## src/rtl/core/label_reachability_query_defines.svh

```systemverilog
// assertion macros shared by the label reachability query rtl
// no dependencies; included by files that carry concurrent checks
`ifndef LABEL_REACHABILITY_QUERY_DEFINES_SVH
`define LABEL_REACHABILITY_QUERY_DEFINES_SVH

// same-cycle implication, disabled while reset is high
`define LRQ_ASSERT_SAME(name, clk, rst, ante, cons, msg) \
   name: assert property (@(posedge clk) disable iff (rst) (ante) |-> (cons)) \
      else $error(msg);

// next-cycle implication, disabled while reset is high
`define LRQ_ASSERT_NEXT(name, clk, rst, ante, cons, msg) \
   name: assert property (@(posedge clk) disable iff (rst) (ante) |=> (cons)) \
      else $error(msg);

`endif

```

## src/rtl/core/lrq_pkg.sv

```systemverilog
// shared constants, types and command/status structs of the label reachability query
// no dependencies
package lrq_pkg;

   localparam int MAX_VERTICES = 1024;
   // label lists are addressed as {vertex, index}, so this stays a power of two
   localparam int MAX_LABELS   = 64;

   localparam int VERTEX_W    = $clog2(MAX_VERTICES);
   localparam int IDX_W       = $clog2(MAX_LABELS);
   localparam int COUNT_W     = $clog2(MAX_LABELS + 1);
   localparam int VALUE_W     = 10;
   localparam int STORE_DEPTH = MAX_VERTICES * MAX_LABELS;
   localparam int STORE_AW    = VERTEX_W + IDX_W;

   typedef enum logic [1:0] {
      MODE_RECORD = 2'd0,
      MODE_LABEL  = 2'd1,
      MODE_QUERY  = 2'd2
   } lrq_mode_type;

   typedef enum logic [1:0] {
      ST_IDLE,
      ST_CHECK,
      ST_WALK
   } lrq_state_type;

   typedef struct packed {
      logic write_record;
      logic write_label;
      logic load_query;
      logic start_walk;
      logic step;
   } lrq_cmd_type;

   typedef struct packed {
      logic pass;
      logic empty;
      logic match;
      logic exhausted;
   } lrq_status_type;

endpackage

```

## src/rtl/core/lrq_ctrl.sv

```systemverilog
// query sequencer of the label reachability query: mode decode, walk control, result strobe
// depends on lrq_pkg and label_reachability_query_defines.svh
`include "label_reachability_query_defines.svh"

module lrq_ctrl (
   input  logic                     clock,
   input  logic                     reset,
   input  logic                     start,
   input  logic [1:0]               req_mode,
   input  lrq_pkg::lrq_status_type  status,
   output lrq_pkg::lrq_cmd_type     cmd,
   output logic                     busy,
   output logic                     rsp_valid,
   output logic                     rsp_reachable
);

   lrq_pkg::lrq_state_type state_ff;
   lrq_pkg::lrq_state_type state_in;
   logic                   rsp_valid_ff;
   logic                   rsp_valid_in;
   logic                   rsp_reachable_ff;
   logic                   rsp_reachable_in;

   always_ff @(posedge clock) begin
      if (reset) begin
         state_ff     <= lrq_pkg::ST_IDLE;
         rsp_valid_ff <= 1'b0;
      end else begin
         state_ff     <= state_in;
         rsp_valid_ff <= rsp_valid_in;
      end
   end

   always_ff @(posedge clock) begin
      rsp_reachable_ff <= rsp_reachable_in;
   end

   always_comb begin
      state_in         = state_ff;
      cmd              = '0;
      rsp_valid_in     = 1'b0;
      rsp_reachable_in = 1'b0;
      unique case (state_ff)
         lrq_pkg::ST_IDLE: begin
            if (start) begin
               unique case (req_mode)
                  lrq_pkg::MODE_RECORD: begin
                     cmd.write_record = 1'b1;
                  end
                  lrq_pkg::MODE_LABEL: begin
                     cmd.write_label = 1'b1;
                  end
                  lrq_pkg::MODE_QUERY: begin
                     cmd.load_query = 1'b1;
                     state_in       = lrq_pkg::ST_CHECK;
                  end
                  default: begin
                  end
               endcase
            end
         end
         lrq_pkg::ST_CHECK: begin
            if (!status.pass || status.empty) begin
               rsp_valid_in = 1'b1;
               state_in     = lrq_pkg::ST_IDLE;
            end else begin
               cmd.start_walk = 1'b1;
               state_in       = lrq_pkg::ST_WALK;
            end
         end
         lrq_pkg::ST_WALK: begin
            priority if (status.match) begin
               rsp_valid_in     = 1'b1;
               rsp_reachable_in = 1'b1;
               state_in         = lrq_pkg::ST_IDLE;
            end else if (status.exhausted) begin
               rsp_valid_in = 1'b1;
               state_in     = lrq_pkg::ST_IDLE;
            end else begin
               cmd.step = 1'b1;
            end
         end
         default: begin
            state_in = lrq_pkg::ST_IDLE;
         end
      endcase
   end

   assign busy          = (state_ff != lrq_pkg::ST_IDLE);
   assign rsp_valid     = rsp_valid_ff;
   assign rsp_reachable = rsp_reachable_ff;

   `LRQ_ASSERT_NEXT(a_query_goes_busy, clock, reset, start && !busy && req_mode == lrq_pkg::MODE_QUERY, busy, "accepted query did not make the block busy")
   `LRQ_ASSERT_NEXT(a_single_strobe, clock, reset, rsp_valid_ff, !rsp_valid_ff, "result strobe held for two cycles")
   `LRQ_ASSERT_SAME(a_hit_from_match, clock, reset, rsp_valid_ff && rsp_reachable_ff, $past(status.match) && $past(state_ff) == lrq_pkg::ST_WALK, "reachable answer without a label match")
   `LRQ_ASSERT_SAME(a_check_after_load, clock, reset, state_ff == lrq_pkg::ST_CHECK, $past(cmd.load_query), "record check entered without a query load")

endmodule
```

## config.mk

```make
export PLATFORM = sky130hd
export DESIGN_NAME = lrq_ctrl
export DESIGN_NICKNAME = d
export VERILOG_FILES = /design/src/rtl/core/lrq_pkg.sv /design/src/rtl/core/lrq_ctrl.sv
export VERILOG_INCLUDE_DIRS = /design/src /design/src/rtl/core
export SDC_FILE = /design/constraint.sdc
export NUM_CORES = 1
export LEC_CHECK = 0
export BUFFER_PORTS_ARGS = -buffer_cell sky130_fd_sc_hd__buf_2
export CORE_AREA = 10 10 47 49
export DETAILED_ROUTE_END_ITERATION = 10
export DIE_AREA = 0 0 57 59
export PLACE_DENSITY = 0.42
export SYNTH_ARGS = -nofsm -noshare
export SYNTH_HDL_FRONTEND = slang
export SYNTH_SLANG_ARGS = --single-unit
```

## constraint.sdc

```tcl
create_clock -name clock -period 1.6 [get_ports clock]
set_input_delay 0.32 -clock clock [delete_from_list [all_inputs] [get_ports clock]]
set_output_delay 0.32 -clock clock [all_outputs]
set_load 0.02 [all_outputs]
```

# After elaboration in Yosys (flattened, before gate mapping)
# Cells that the tools add are included.
# classes
mul	0
n_bitwise	0
magnitude_cmp	0
shift	0
n_eq_ne	7
muxes	21
n_reduce_logical	6
add_sub_neg	0
div	0
# ops
operator	n
$mux 1	12
$mux 2	5
$mux 3	2
$pmux 2 s3	1
$eq 2x1->1 const B	2
$eq 2x2->1 const B	2
$logic_not 2->1	2
$ne 3x3->1 const B	1
$reduce_and 3->1	1
$ne 2x1->1 const B	1
$ne 2x2->1 const B	1
$pmux 1 s2	1
$reduce_bool 2->1	1
$logic_not 1->1	1
$logic_or 1x1->1	1
# totals
wordCells	37
inputBits	9
mem_bits_ro	0
n_memories	0
reg_bits	4
latchBits	0
out_inout_bits	8
mem_bits_rw	0

# Longest topological paths before layout
# Gate-level depths: netlist (run 1).
# depth
word_depth	4
ltp_mapped	5
ltp_nobuf	5

# Worst setup path before layout (run 1)
# Ideal clock, no wire load.
# synth_path
kind	register to output
from	register state_ff[0]
to	output cmd[3] (netlist name)
slack_ns	0.063
arrival_ns	1.217
path_buffers	0
required_time_ns	1.280
stages_incl_launch_ff	5
path_cell_list	dfxtp_1 inv_1 ha_1 nand2_1 nor3b_1
# synth_rtl
element	line	text
from (decl)	lrq_ctrl.sv:17	lrq_pkg::lrq_state_type state_ff;
from (signal assigned)	lrq_ctrl.sv:26	state_ff <= lrq_pkg::ST_IDLE;
from (signal assigned)	lrq_ctrl.sv:29	state_ff <= state_in;
to (decl)	lrq_ctrl.sv:11	output lrq_pkg::lrq_cmd_type cmd,

==> metrics.yaml, run 1 <==
total_power_w: 0.000452
grt_util_all_layers_pct: 4.75
stdcell_count: 70
syn_to_final_growth_pct: 67.5
gp_congestion: 0.640
clkLatencyLatePin_ns: 0.23
grt_max_degree: 6
synth_seq_cells: 4
cts_made_buffers: 3
routedWlPerCell_um: 11.5
fin_worst_skew_ns: 0.000159
drt-initial-drc-count: 4
viasPerCell: 4.29
hpwl_um: 626
p_per_area_mw_per_mm2: 946
vias: 300
firstDrtPassIters: 4
cts_tree: "done"
endpoint_kind: "primary output"
finalCriticalPeriod_ns: 1.54
critPathKind: "reg -> out"
fin_crit_sh_pct: 95.9
final_nets: 69
io_buffers: 16
hp-start: "status[1]"
drv_cap: 0
ys_warn_count: 0
cts-root-buf: "clkbuf_4"
htree_levels: 1
drc: 0
die_h_um: 59
yosysSeqAreaShare_pct: 28.1
crit_start: "state_ff[0]"
grt_pass1_wl_mm: 1.19
ant_nets: 0
die-area_mm2: 0.00336
critical_path.startpoint_type: "flip-flop"
drive_above_1_share_pct: 61.1
coreArea_mm2: 0.00140
cp_data_arrival_time_ns: 1.22
fin_setup_tns_ns: 0
finalSetupViolations: 0
synthesis.nets: 44
clkSinkCount: 4
ios: 17
placementRows: 14
hold_buffers: 0
place_area_um2: 385
dp_cells: 63
die_w_um: 57
diodes: 0
first_global_vias: 283
yosysTopAreaCell: "dfxtp_1"
synth.top_cells.by_area: "dfxtp_1 (28%), ha_1 (18%), nand2b_1 (11%)"
peakVddDrop_mv: 0.416
start_util_pct: 20.4
hold_path_class: "in -> reg"
avgSynthCellArea_um2: 9.20
cts.reportedPaths.clkPinSlew_ns: 0.04
synthCells: 31
tightest_slew_ns: 0.169
overflow: 0
antenna_found_initial: 0
final_area_um2: 478
synthDistinctLibCells: 15
p_leak_nw: 0.237
ctsLongestPathBuffers: 2
status: "complete, no violations"
reg2reg_from: "state_ff[0]"
critPathMaxFanout: 3
fmax_mhz: 651
slew_headroom_pct: 88.6
wirelength_um: 805
hold_viol: 0
yosysTopAreaCellShare_pct: 28.1
worstPathRequired_ns: 1.28
finalMaxSlewViolations: 0
synth_area_um2: 285
-- critical path, stage by stage (launching register included) --
cell and delay (ns):
dfxtp_2 0.32, inv_2 0.09, ha_4 0.16, nand2_4 0.06, nor3b_2 0.16, buf_2 0.18
-- final timing paths --
kind         slack [ns]  depth (start not counted)       endpoint
max reg2reg        0.26                          6    state_ff[1]
max                0.06                          5         cmd[3]
min                0.36                          2  rsp_reachable
min reg2reg        0.49                          2    state_ff[0]
-- report_power, final --
part           total (W)  switching [W]  leakage, nW  internal (W)
Clock           0.000124      0.0000406       0.0138     0.0000838
Sequential      0.000123     0.00000937       0.0333      0.000114
Combinational   0.000204       0.000109        0.190     0.0000959
Total           0.000452       0.000158        0.237      0.000294
-- routing by layer --
layer	up-vias	share of wire (%)	GRT usage, %
li1	149	-	-
met1	140	39	4.39
met2	11	52	7.29
met3	0	8.7	4.94
met4	0	0	1.01
met5	-	0	0
-- state kept, by name, indices dropped and copies added, names as in the netlist --
register	count
state_ff	2
rsp_reachable	1
rsp_valid	1
-- final cells by class --
class | count | area [um^2]
inverters | 4 | 17.5
multi-input cells | 23 | 220
repair buffers | 20 | 115
well taps | 16 | 20.0
clock buffers | 3 | 22.5
flip-flops and latches | 4 | 82.6
fillers | 147 | 923
-- synth_stat cells, drive strengths merged --
cell and n:
nor3 1, ha 4, a21oi 2, inv 4, nand3b 1, and3b 1
nand2b 5, dfxtp 4, nand2 1, nor3b 3, mux2i 2, o21ai 2
and2 1
-- placed cells by master, fill, tap and decap left out, types with 2 or more instances in the layout --
| cell type | synthesis | routed |
|---|---|---|
| dfxtp_1 | 4 | 2 |
| o21ai_0 | 2 | 2 |
| nand2b_1 | 5 | 5 |
| dfxtp_2 | 0 | 2 |
| inv_1 | 4 | 2 |
| buf_4 | 0 | 6 |
| buf_2 | 0 | 14 |
| mux2i_1 | 2 | 2 |
| ha_1 | 4 | 3 |
| nor3b_2 | 0 | 2 |
| clkbuf_4 | 0 | 3 |
-- timing repair --
item | 4_1_cts | 5_1_grt
endpoints found under the setup margin | 3 | 5
gates cloned | 0 | 0
resized for setup | 4 | 9
buffers inserted | 1 | 3
pin swaps | 1 | 3
-- metrics by stage --
stage	hold slack [ns]	utilization [%]	setup slack [ns]
2_1_floorplan	0.447	-	0.0629
3_3_place_gp	0.489	27.5	0.156
3_5_place_dp	0.489	27.5	0.165
4_1_cts	0.358	30.5	0.00685
5_1_grt	0.367	34.1	-0.0114
6_report	0.361	34.1	0.0648
-- kinds of logic (layout without fill, tap and decap cells) --
group | count (synthesis) | in the layout | synth area share, %
flip-flops | 4 | 4 | 28.1
adder cells (fa/ha/maj) | 4 | 4 | 17.5
multiplexers | 2 | 2 | 7.02
AND/OR/NAND/NOR | 13 | 13 | 33.8
AO/OA/AOI/OAI | 4 | 4 | 8.33
buffers and inverters | 4 | 27 | 5.26
Power figures use the tool's default switching activity.
==> inputs of run 2 (changes only) <==
--- a/config.mk
+++ b/config.mk
@@ -7,10 +7,11 @@
 export NUM_CORES = 1
 export LEC_CHECK = 0
 export BUFFER_PORTS_ARGS = -buffer_cell sky130_fd_sc_hd__buf_2
+export CAP_MARGIN = 20
 export CORE_AREA = 10 10 47 49
 export DETAILED_ROUTE_END_ITERATION = 10
 export DIE_AREA = 0 0 57 59
-export PLACE_DENSITY = 0.42
+export PLACE_DENSITY = 0.46
 export SYNTH_ARGS = -nofsm -noshare
 export SYNTH_HDL_FRONTEND = slang
 export SYNTH_SLANG_ARGS = --single-unit
==> run 2 against run 1 <==
Final cell count shrank 1.4%; wire length decreased by 2.9%; critical endpoint is now cmd[2]; design area is 2.9% lower; sequential cell count unchanged; largest power group unchanged; critical path type unchanged; clock skew rose by 0.0017 ns; first-iteration DRC count grew 25%.
==> metrics.yaml, run 2 (same netlist as run 1, synthesis figures left out) <==
hold_buffers: 0
diodes: 0
ant_nets: 0
drt-initial-drc-count: 5
peakVddDrop_mv: 0.530
worstPathCellList: "inv_2 -> ha_4 -> nand2_2 -> nor3b_2 -> buf_4"
routedWlPerCell_um: 11.3
total_power_w: 0.000448
io_buffers: 16
die_w_um: 57
combPwrFrac_pct: 45.3
stdcell_count: 69
p_sw_w: 0.000156
p_per_area_mw_per_mm2: 965
grt_util_all_layers_pct: 4.92
path_depth: 5
finalMaxSlewViolations: 0
dp_cells: 63
hold_depth: 2
overflow: 0
cts_made_buffers: 3
hold_viol: 0
start_util_pct: 20.4
swShare_pct: 34.8
hpwl_um: 624
clkSinkCount: 4
die-area_mm2: 0.00336
final_nets: 68
wirelength_um: 782
fmax_mhz: 654
ctsLongestPathBuffers: 2
die_h_um: 59
grt_max_degree: 6
hp-start: "status[1]"
cts-root-buf: "clkbuf_4"
fin_crit_sh_pct: 95.6
largest_reg_flops: 2
critical_path.startpoint_type: "flip-flop"
cts.reportedPaths.clkPinSlew_ns: 0.04
crit_family: "flip-flops"
regMostFlops: "state_ff"
finalCriticalPeriod_ns: 1.53
grt_pass1_wl_mm: 1.21
seqPwrFrac_pct: 27.0
first_global_vias: 286
vias: 289
tightest_slew_ns: 0.176
reg2reg_from: "state_ff[0]"
final_common_cell: "buf_2"
cp_data_arrival_time_ns: 1.21
crit_start: "state_ff[1]"
endpoint_kind: "primary output"
status: "complete, no violations"
drive_above_1_share_pct: 58.5
coreArea_mm2: 0.00140
drc: 0
firstDrtPassIters: 4
crit_slowest_cell: "dfxtp_2"
fin_worst_skew_ns: 0.00191
critPathMaxFanout: 3
clkLatencyLatePin_ns: 0.23
hold_path_class: "in -> reg"
antenna_found_initial: 0
worstPathRequired_ns: 1.28
gp_congestion: 0.733
placementRows: 14
htree_levels: 1
viasPerCell: 4.19
p_leak_nw: 0.230
critPathKind: "reg -> out"
intPower_w: 0.000292
slew_headroom_pct: 88.2
cts_tree: "done"
syn_to_final_growth_pct: 62.7
reg2reg_depth: 6
drv_cap: 0
final_cell_mix: "buf_2 (13), buf_4 (6), nand2b_1 (5)"
clkPwrFrac_pct: 27.7
cpPeakStageDelay_ns: 0.32
crit_buf_inv: 2
finalSetupViolations: 0
ios: 17
## run 2: final cells by class
cell class                      count  area (um^2)
Inverter                            4         15.0
Sequential cell                     4         81.3
Tap cell                           16         20.0
Clock buffer                        3         22.5
Fill cell                         160          937
Multi-Input combinational cell     23          215
Timing Repair Buffer               19          110
## run 2: power by group through the flow
stage                     clock [W]  combinational [W]  sequential [W]
after floorplan                   0           0.000105        0.000122
after global placement            0           0.000160        0.000121
after detailed placement          0           0.000156        0.000121
after CTS                  0.000134           0.000174        0.000121
after global routing       0.000143           0.000223        0.000123
final                      0.000124           0.000203        0.000121
## run 2: path summary, 6_finish.rpt
path                        end  slack [ns]
setup / recovery         cmd[2]        0.07
hold / removal    rsp_reachable        0.37
hold reg to reg     state_ff[1]        0.49
setup reg to reg    state_ff[1]        0.25
## run 2: repair_timing
item | in CTS | in global routing
setup endpoints to repair | 3 | 4
buffers inserted | 1 | 2
hold endpoints to repair | 0 | 0
pin swaps | 1 | 1
resized for setup | 5 | 6
## run 2: routing by layer
metal / global-route usage (%) / part of all wire, % / vias up
met3: 4.72 / 8.6 / 0
met2: 6.51 / 49 / 11
met1: 4.50 / 42 / 129
li1: - / - / 149
met5: 0 / 0 / -
met4: 4.03 / 0 / 0
## run 2: worst reg2reg max path, cell delays in order (launching register included)
cell and delay, ns:
dfxtp_1 0.36, inv_2 0.08, ha_1 0.21, nor3b_4 0.15, buf_4 0.12, a21oi_2 0.16
mux2i_1 0.19
## run 2: stage by stage
stage	TNS (ns)	hold slack (ns)	utilization [%]	area [um^2]	setup slack [ns]
floorplan	0	0.447	-	285	0.0629
global placement	0	0.484	27.5	385	0.168
detailed placement	0	0.487	27.5	385	0.155
CTS	-0.00634	0.365	30.4	425	-0.00634
global route	-0.0267	0.375	33.1	464	-0.0205
finish	0	0.367	33.1	464	0.0700
